--- src/rtl/core/prfe_pkg.sv ---
package prfe_pkg;

  localparam logic [1:0] ACT_PLOT = 2'd0;
  localparam logic [1:0] ACT_FILL = 2'd1;
  localparam logic [1:0] ACT_READ = 2'd2;

  localparam logic [7:0]  LINE_BYTES_RESET = 8'd80;
  localparam logic [15:0] EDGE_LEFT        = 16'h00FF;
  localparam logic [15:0] EDGE_RIGHT       = 16'hFF80;
  localparam logic [7:0]  PIXEL_MSB        = 8'h80;
  localparam logic [7:0]  FULL_BYTE        = 8'hFF;

  localparam int unsigned COLOUR_PLANES = 4;

  typedef struct packed {
    logic load;
    logic clr_step;
    logic calc;
    logic chk;
    logic rd;
    logic wr;
    logic grab;
    logic out_load;
  } cmd_t;

  typedef struct packed {
    logic clr_last;
    logic reject;
    logic is_read;
    logic last_byte;
    logic last_row;
    logic out_full;
  } sts_t;

endpackage

--- src/rtl/core/prfe_ctrl.sv ---
module prfe_ctrl
  import prfe_pkg::*;
(
  input  logic clk,
  input  logic rst_n,
  input  logic in_valid,
  output logic in_ready,
  input  sts_t sts,
  output cmd_t cmd
);

  localparam logic [2:0] S_CLR  = 3'd0;
  localparam logic [2:0] S_IDLE = 3'd1;
  localparam logic [2:0] S_CALC = 3'd2;
  localparam logic [2:0] S_CHK  = 3'd3;
  localparam logic [2:0] S_DEC  = 3'd4;
  localparam logic [2:0] S_RD   = 3'd5;
  localparam logic [2:0] S_WR   = 3'd6;
  localparam logic [2:0] S_DONE = 3'd7;

  logic [2:0] state_r, state_nxt;

  always_ff @(posedge clk) begin
    if (!rst_n) begin
      state_r <= S_CLR;
    end else begin
      state_r <= state_nxt;
    end
  end

  always_comb begin
    state_nxt = state_r;
    cmd       = '0;
    in_ready  = 1'b0;
    unique case (state_r)
      S_CLR: begin
        cmd.clr_step = 1'b1;
        if (sts.clr_last) state_nxt = S_IDLE;
      end
      S_IDLE: begin
        in_ready = 1'b1;
        if (in_valid) begin
          cmd.load  = 1'b1;
          state_nxt = S_CALC;
        end
      end
      S_CALC: begin
        cmd.calc  = 1'b1;
        state_nxt = S_CHK;
      end
      S_CHK: begin
        cmd.chk   = 1'b1;
        state_nxt = S_DEC;
      end
      S_DEC: begin
        state_nxt = sts.reject ? S_DONE : S_RD;
      end
      S_RD: begin
        cmd.rd    = 1'b1;
        state_nxt = S_WR;
      end
      S_WR: begin
        if (sts.is_read) begin
          cmd.grab  = 1'b1;
          state_nxt = S_DONE;
        end else begin
          cmd.wr    = 1'b1;
          state_nxt = (sts.last_byte && sts.last_row) ? S_DONE : S_RD;
        end
      end
      S_DONE: begin
        if (!sts.out_full) begin
          cmd.out_load = 1'b1;
          state_nxt    = S_IDLE;
        end
      end
      default: state_nxt = S_CLR;
    endcase
  end

endmodule

--- config.mk ---
export PLATFORM = sky130hd
export DESIGN_NAME = prfe_ctrl
export DESIGN_NICKNAME = d
export VERILOG_FILES = /design/src/rtl/core/prfe_pkg.sv /design/src/rtl/core/prfe_ctrl.sv
export SDC_FILE = /design/constraint.sdc
export NUM_CORES = 1
export LEC_CHECK = 0
export BUFFER_PORTS_ARGS = -buffer_cell sky130_fd_sc_hd__buf_2
export CORE_AREA = 2 2 39 41
export DETAILED_ROUTE_END_ITERATION = 10
export DIE_AREA = 0 0 41 43
export GPL_ROUTABILITY_DRIVEN = 0
export SLEW_MARGIN = 10
export SYNTH_ARGS = -nofsm -noshare
export SYNTH_HDL_FRONTEND = slang
export SYNTH_SLANG_ARGS = --single-unit
--- constraint.sdc ---
create_clock -name clk -period 1.28 [get_ports clk]
set_input_delay 0.128 -clock clk [delete_from_list [all_inputs] [get_ports clk]]
set_output_delay 0.128 -clock clk [all_outputs]
set_load 0.03 [all_outputs]
==> results.toml, run 1 <==
[setup_path]
path_class = "reg2out"
cp-end-kind = "output pin"
crit_path_start = "state_r[1]"
cp.required_ps = 1150
crit_chain = "clkbuf_2 > nor3b_2 > buf_2"
slowest_delay_ps = 360
arrival_ps = 1110
critPathLaunchType = "flip-flop"
r2r-start = "state_r[2]"
cp_slowest_cell = "dfxtp_4"
worstPathMaxFanout = 6

[sta]
layout_setup_ws_ps = 41.5
relSlewSlack = 0.874
rsz0062_at_grt = "yes"
period_share = 0.968
fmax_mhz = 807
worst_pin_slew_ps = 189
period_minus_slack_ps = 1240
report.final.slew_viol_count = 0
finalHoldViolCount = 0
skew_ps = 0.486
finalSetupViolCount = 0

[grt]
grt_pass1_wl_um = 1050
track_usage = 0.0902
grt_max_degree = 15
overflow = 0
antenna_found_initial = 0
grt_pass1_vias = 259

[placed_design]
place_hpwl_um = 516
pre_cts_slack_ps = 78.4
port_buffers = 17

[clock_tree]
postCtsHoldBufs = 0
worstSkewPairLatency_ps = 230
cts.sinks = 3
cts_max_path_buffers = 2
htree_levels = 1
root_buffer = "clkbuf_4"
cts_buffers = 3
cts_tree = "built"
path_clk_slew_ps = 40

[final_layout]
largest_register = "state_r"
fillers = 159
largest_reg_flops = 3
regArea_sq_um = 71.3
antenna_cells = 0
nNetsFinal = 65
area_growth_pct = 66.7
multi_input_area_sq_um = 179
layout-drive-gt1-share = 0.636
reg_top3 = "state_r (3)"

[logic_synthesis]
synth-seq-cells = 3
seq_area_frac_synth = 0.239
ys_warn_count = 0
netlist_area_sq_um = 251
avgSynthCellArea_sq_um = 7.40
synthCells = 34
syn_nets = 43
ys_types = 19

[floorplanning]
die-area_sq_um = 1760
die_x_um = 41
num_rows = 14
initial_utilization = 0.182
ios = 18
core_area_sq_um = 1380
die_y_um = 43

[drt]
wl_met1_um = 307
highest_layer = "met3"
dr.pass1.iters = 2
met3_length_um = 70
first_iter_violations = 4
wl_per_cell_um = 9.90
dr_wl_met2_um = 326
wl_um = 703
route.detailed.drc = 0
vias = 326
ant_nets = 0
viasPerCell = 4.59

[power]
p_total_uw = 350
powerDensity_nw_per_um2 = 834
p_leak_uw = 0.000200
irDropWorstVdd_uv = 717

[worst_hold_path]
min_path_type = "in2reg"
min_from = "rst_n"

[job]
max_cap_violations = 0

[outcome]
status = "finished clean"
synthesized netlist by cell type:
cell / n / area share
nand2_1: 4 / 0.060
o211ai_1: 1 / 0.030
buf_6: 2 / 0.090
and2_1: 1 / 0.025
nor2_1: 4 / 0.060
a211oi_2: 2 / 0.099
buf_2: 1 / 0.020
inv_2: 1 / 0.015
nand3_1: 1 / 0.020
nand2b_1: 1 / 0.025
nor3_1: 3 / 0.060
dfxtp_1: 3 / 0.24
a21oi_1: 3 / 0.060
inv_1: 1 / 0.015
o2bb2ai_1: 1 / 0.035
o211a_1: 1 / 0.040
and3_1: 1 / 0.025
nor3b_1: 2 / 0.060
o22ai_1: 1 / 0.025
path summary, 6_finish.rpt:
check / to / slack [ps] / cells past startpoint
setup / recovery: cmd[3] / 40 / 3
setup reg to reg: state_r[0] / 230 / 4
hold reg to reg: state_r[2] / 550 / 2
hold / removal: state_r[0] / 150 / 2
what timing repair did:
| item | CTS | global route |
|---|---|---|
| hold endpoints to repair | 0 | 0 |
| buffers inserted | 0 | 1 |
| gates resized for setup | 5 | 9 |
| endpoints found under the setup margin | 8 | 5 |
report_power, final:
part | switching (uW) | internal, uW
registers | 12.7 | 95.3
clock network | 46.6 | 117
logic | 43.9 | 34.6
total | 103 | 247
stage by stage:
stage | util | setup TNS (ps) | instance area, sq um | cells | hold slack (ps)
2_1_floorplan | - | 0 | 267 | 34 | 261
4_1_cts | 0.285 | 0 | 394 | 70 | 143
3_3_place_gp | 0.259 | 0 | 359 | 66 | 392
3_5_place_dp | 0.259 | 0 | 359 | 66 | 394
6_report | 0.303 | 0 | 419 | 71 | 153
5_1_grt | 0.303 | -26.5 | 419 | 71 | 145
critical path, delay by kind of cell (launching register included):
| kind | cells | cell delay, ps |
|---|---|---|
| flip-flops | 1 | 360 |
| buffers and inverters | 2 | 360 |
| AND/OR/NAND/NOR | 1 | 160 |
area by class of cell:
class | count | share of cell area
Sequential cell | 3 | 0.170
Tap cell | 16 | 0.0478
Timing Repair Buffer | 20 | 0.275
Clock buffer | 4 | 0.0627
Multi-Input combinational cell | 26 | 0.427
Inverter | 2 | 0.0179
layer usage:
metal,GRT usage,vias to the layer above
met5,0,-
met1,0.118,149
met3,0.0628,0
met2,0.109,14
met4,0.0400,0
li1,-,163
placed cells by master (no fill, tap or decap), types with 2 or more instances in the layout:
cell      count
a211oi_2      2
a21oi_1       3
buf_2        13
buf_4         5
clkbuf_4      4
dfxtp_4       3
nand2_1       3
nor2_1        2
nor2_2        2
nor3_1        2
nor3b_2       2
cell families (layout without fill, tap and decap cells):
| logic type | after synthesis | in the layout | synth area share |
|---|---|---|---|
| compound gates | 9 | 9 | 0.289 |
| buf+inv | 5 | 26 | 0.139 |
| flops | 3 | 3 | 0.239 |
| simple gates | 17 | 17 | 0.333 |
(Power assumes the default switching activity.)
==> run 2, diff against run 1 <==
--- a/config.mk
+++ b/config.mk
@@ -5,11 +5,16 @@
 export SDC_FILE = /design/constraint.sdc
 export NUM_CORES = 1
 export LEC_CHECK = 0
+export ABC_AREA = 1
 export BUFFER_PORTS_ARGS = -buffer_cell sky130_fd_sc_hd__buf_2
-export CORE_AREA = 2 2 39 41
+export CELL_PAD_IN_SITES_DETAIL_PLACEMENT = 1
+export CELL_PAD_IN_SITES_GLOBAL_PLACEMENT = 2
+export CORE_MARGIN = 1
+export CORE_UTILIZATION = 17
 export DETAILED_ROUTE_END_ITERATION = 10
-export DIE_AREA = 0 0 41 43
 export GPL_ROUTABILITY_DRIVEN = 0
+export PLACE_DENSITY_LB_ADDON = 0.1
+export RECOVER_POWER = 25
 export SLEW_MARGIN = 10
 export SYNTH_ARGS = -nofsm -noshare
 export SYNTH_HDL_FRONTEND = slang
==> results.toml, run 2 <==
[outcome]
status = "finished clean"

[logic_synthesis]
synth_area_leaders = "dfxtp_1, nand2_1, nor2_1"
syn_nets = 56
yosysTopAreaCell = "dfxtp_1"
ys_types = 19
postSynth.asyncResetShare = 0
netlist_area_sq_um = 284
seq_area_frac_synth = 0.211
synth_top_cell_area_share = 0.211
synth-main-ff-cell = "dfxtp_1"
ys_warn_count = 0
avgSynthCellArea_sq_um = 6.04
synthCells = 47
synth-seq-cells = 3
synth_edf_count = 0
yosysMostFrequentCell = "nand2_1"
synth_common_cells = "nand2_1, nor2_1, inv_1, nor3_1, dfxtp_1"

[job]
max_cap_violations = 0

[final_layout]
largest_reg_flops = 3
regArea_sq_um = 71.3
multi_input_area_sq_um = 199
nNetsFinal = 79
reg_top3 = "state_r (3)"
design_area_sq_um = 462
area_growth_pct = 62.6
fillers = 208
layout_common_cells = "buf_2, nand2_1, nor2_1, buf_4, inv_1"
final_common_cell = "buf_2"
finalNonFillerCells = 85
largest_register = "state_r"
layout-drive-gt1-share = 0.522
antenna_cells = 0

[drt]
wl_um = 864
first_iter_violations = 4
dr.pass1.iters = 4
wl_per_cell_um = 10.2
viasPerCell = 4.40
route.detailed.drc = 0
vias = 374
ant_nets = 0

[floorplanning]
ios = 18
core_area_sq_um = 1540
die_y_um = 42.9
die-area_sq_um = 1840
num_rows = 14
initial_utilization = 0.184
die_x_um = 42.9

[clock_tree]
cts_buffers = 3
path_clk_slew_ps = 30
root_buffer = "clkbuf_4"
worstSkewPairLatency_ps = 230
cts_tree = "built"
cts.sinks = 3
htree_levels = 1
cts_max_path_buffers = 2

[placed_design]
port_buffers = 17
placed_area_sq_um = 392
pre_cts_slack_ps = 91.5
dp_cells = 79

[power]
irDropWorstVdd_uv = 580
powerDensity_nw_per_um2 = 813
p_total_uw = 375
p_leak_uw = 0.000225

[grt]
antenna_found_initial = 0
grt_pass1_vias = 334
overflow = 0
track_usage = 0.106
grt_max_degree = 10
grt_pass1_wl_um = 1460

[sta]
fmax_mhz = 830
worst_pin_slew_ps = 158
period_share = 0.942
finalSetupViolCount = 0
skew_ps = 2.23
finalHoldViolCount = 0
rsz0062_at_grt = "yes"
report.final.slew_viol_count = 0
relSlewSlack = 0.894
period_minus_slack_ps = 1210
layout_setup_ws_ps = 74.7

[setup_path]
cp-end-kind = "output pin"
ff2ff_path_depth = 7
cp.required_ps = 1150
critPathLaunchType = "flip-flop"
r2r-start = "state_r[1]"
worstPathMaxFanout = 7
path_class = "reg2out"
arrival_ps = 1080
rrSetupSlack_ps = 250
rr_endpoint = "state_r[2]"

[worst_hold_path]
min_from = "rst_n"
min_to = "state_r[0]"
min_path_type = "in2reg"
holdPathStages = 3
run 2: cell types whose count changed in the layout (fill, tap and decap cells not counted), sizes merged, moves of 2 or more:
cell	delta
clkbuf	-2
nor3b	-2
a211oi	-2
buf	+2
nor2	+6
inv	+4
nand2	+7
o21ai	+3
run 2: final cells by class:
type                       instances  share of cell area
inverter                           6              0.0596
timing repair buffer              20               0.255
tap                               16              0.0434
clock buffer                       4              0.0569
sequential                         3               0.154
multi-input combinational         36               0.431
run 2: where the power goes:
part / internal [uW] / switching (uW)
Combinational: 43.1 / 62.5
Sequential: 96.2 / 14.1
Clock: 116 / 42.8
run 2: critical path, cell delays in order, from the launching register on:
cell	delay [ps]
dfxtp_4	360
buf_4	160
nor2_2	120
buf_2	210
run 2: cells by family after synthesis:
family,Yosys count,share of synthesized area
DFF,3,0.211
buffers and inverters,8,0.132
and+or+nand+nor,29,0.502
AOI/OAI and AO/OA,7,0.154
run 2: how the worst max path moves through the flow:
stage	cells past startpoint	slack, ps	start	to
after floorplan	2	-20	state_r[2]	cmd[5]
after global placement	3	90	state_r[0]	cmd[0]
after detailed placement	3	90	state_r[0]	cmd[0]
after CTS	5	20	state_r[1]	cmd[2]
after global routing	5	-20	state_r[1]	cmd[2]
final	3	70	state_r[2]	in_ready
run 2: per-layer routing:
| metal | share of wire | global-route usage | wire, um | vias to the layer above |
|---|---|---|---|---|
| li1 | - | - | - | 196 |
| met1 | 0.47 | 0.138 | 408 | 163 |
| met2 | 0.45 | 0.152 | 391 | 15 |
| met3 | 0.075 | 0.0511 | 65 | 0 |
| met4 | 0 | 0.0375 | 0 | 0 |
| met5 | 0 | 0 | 0 | - |
run 2: what timing repair did:
action                                  in CTS  in global routing
gates cloned                                 0                  0
hold buffers                                 0                  0
pin swaps                                    0                  1
endpoints found under the setup margin       7                  7
setup buffers                                0                  2
resized for setup                            6                  9
run 2: metrics by stage:
stage / util / setup TNS [ps] / hold slack (ps)
6_report: 0.300 / 0 / 139
5_1_grt: 0.300 / -17.6 / 144
4_1_cts: 0.278 / 0 / 135
3_5_place_dp: 0.254 / 0 / 383
3_3_place_gp: 0.254 / 0 / 381
2_1_floorplan: - / -36.8 / 256
==> run 3, diff against run 2 <==
--- a/config.mk
+++ b/config.mk
@@ -5,8 +5,9 @@
 export SDC_FILE = /design/constraint.sdc
 export NUM_CORES = 1
 export LEC_CHECK = 0
-export ABC_AREA = 1
+export ABC_AREA = 0
 export BUFFER_PORTS_ARGS = -buffer_cell sky130_fd_sc_hd__buf_2
+export CAP_MARGIN = 20
 export CELL_PAD_IN_SITES_DETAIL_PLACEMENT = 1
 export CELL_PAD_IN_SITES_GLOBAL_PLACEMENT = 2
 export CORE_MARGIN = 1
==> results.toml, run 3 (synthesis results as in run 1) <==
[drt]
first_iter_violations = 2
dr.pass1.iters = 4
ant_nets = 0
route.detailed.drc = 0
wl_per_cell_um = 12.9
viasPerCell = 4.73
vias = 331
wl_um = 903

[grt]
track_usage = 0.126
grt_pass1_vias = 295
overflow = 0
grt_pass1_wl_um = 1240
grt_max_degree = 15
antenna_found_initial = 0

[clock_tree]
cts.sinks = 3
worstSkewPairLatency_ps = 240
postCtsHoldBufs = 0
path_clk_slew_ps = 40
htree_levels = 1
root_buffer = "clkbuf_4"
cts_max_path_buffers = 2
cts_buffers = 3
cts_tree = "built"

[setup_path]
cp-end-kind = "output pin"
path_class = "reg2out"
critPathLaunchType = "flip-flop"
cp.required_ps = 1150
worstPathMaxFanout = 7
critPathTopFamily = "flip-flops"
cp_slowest_cell = "dfxtp_4"
arrival_ps = 1140
cp_num_buf_inv = 1
slowest_delay_ps = 360
crit_chain = "nor2_1 > and3_1 > buf_4"

[floorplanning]
initial_utilization = 0.189
ios = 18
num_rows = 13
die_x_um = 40.5
die-area_sq_um = 1640
die_y_um = 40.5
core_area_sq_um = 1330

[final_layout]
layout_common_cells = "buf_2, buf_4, nand2_1, clkbuf_4"
layout-drive-gt1-share = 0.600
reg_top3 = "state_r (3)"
largest_reg_flops = 3
antenna_cells = 0
area_growth_pct = 66.7
nNetsFinal = 65
largest_register = "state_r"
final_common_cell = "buf_2"
finalNonFillerCells = 70

[placed_design]
pre_cts_slack_ps = 25.2
dp_cells = 64
port_buffers = 17
place_hpwl_um = 654

[sta]
relSlewSlack = 0.870
report.final.slew_viol_count = 0
rsz0062_at_grt = "yes"
period_share = 0.988
finalHoldViolCount = 0
skew_ps = 8.52
period_minus_slack_ps = 1260
fmax_mhz = 791
finalSetupViolCount = 0
layout_setup_ws_ps = 15.8
hold_ws_ps = 145
tns_ps = 0
worst_pin_slew_ps = 195

[power]
p_leak_uw = 0.000199
irDropWorstVdd_uv = 334
powerDensity_nw_per_um2 = 872

[worst_hold_path]
min_path_type = "in2reg"

[job]
max_cap_violations = 0

[outcome]
status = "finished clean"
==> run 3: changes by cell type in the layout (fill, tap and decap cells not counted), sizes merged, moves of 2 or more <==
cell | previous run | this run
nand2 | 11 | 4
nor2 | 10 | 4
inv | 6 | 2
o21ai | 3 | 0
a211oi | 0 | 2
nor3b | 0 | 2
==> run 3: area by class of cell <==
| cell class | count | area, sq um |
|---|---|---|
| sequential | 3 | 71.3 |
| timing repair buffer | 20 | 121 |
| clock buffer | 4 | 26.3 |
| fill | 176 | 915 |
| tap | 15 | 18.8 |
| multi-input combinational | 26 | 174 |
| inverter | 2 | 7.51 |
==> run 3: metal layers <==
layer  vias up  track usage  wire (um)  share of wire
li1        163            -          -              -
met1       149        0.131        389           0.43
met2        17        0.210        431           0.48
met3         2       0.0333         70          0.078
met4         0        0.100         12          0.013
met5         -            0          0              0
==> run 3: stage by stage <==
step / util / cell area, sq um / power (uW)
6_report: 0.314 / 419 / 366
2_1_floorplan: - / 267 / 163
3_3_place_gp: 0.263 / 350 / 186
5_1_grt: 0.314 / 419 / 391
3_5_place_dp: 0.263 / 350 / 189
4_1_cts: 0.302 / 403 / 371
==> run 3: final timing paths <==
| kind | startpoint | to | slack, ps | cells after the start |
|---|---|---|---|---|
| worst max-delay path | state_r[2] | cmd[7] | 20 | 3 |
| worst min-delay path | rst_n | state_r[0] | 140 | 2 |
| worst max register to register | state_r[2] | state_r[0] | 210 | 4 |
| worst min register to register | state_r[1] | state_r[2] | 560 | 2 |
==> run 3: power breakdown <==
part | internal, uW | switching [uW]
logic | 34.5 | 45.1
clock network | 117 | 58.9
registers | 95.2 | 14.4
==> run 3: timing repair <==
action	in CTS	in global routing
resized for setup	9	3
endpoints found under the setup margin	8	4
buffers inserted	1	1
==> run 3: worst reg2reg max path, delay by kind of cell (launching register included) <==
family	cells	cell delay, ps
AOI/OAI and AO/OA	2	260
buffers and inverters	1	150
and+or+nand+nor	1	180
DFF	1	360
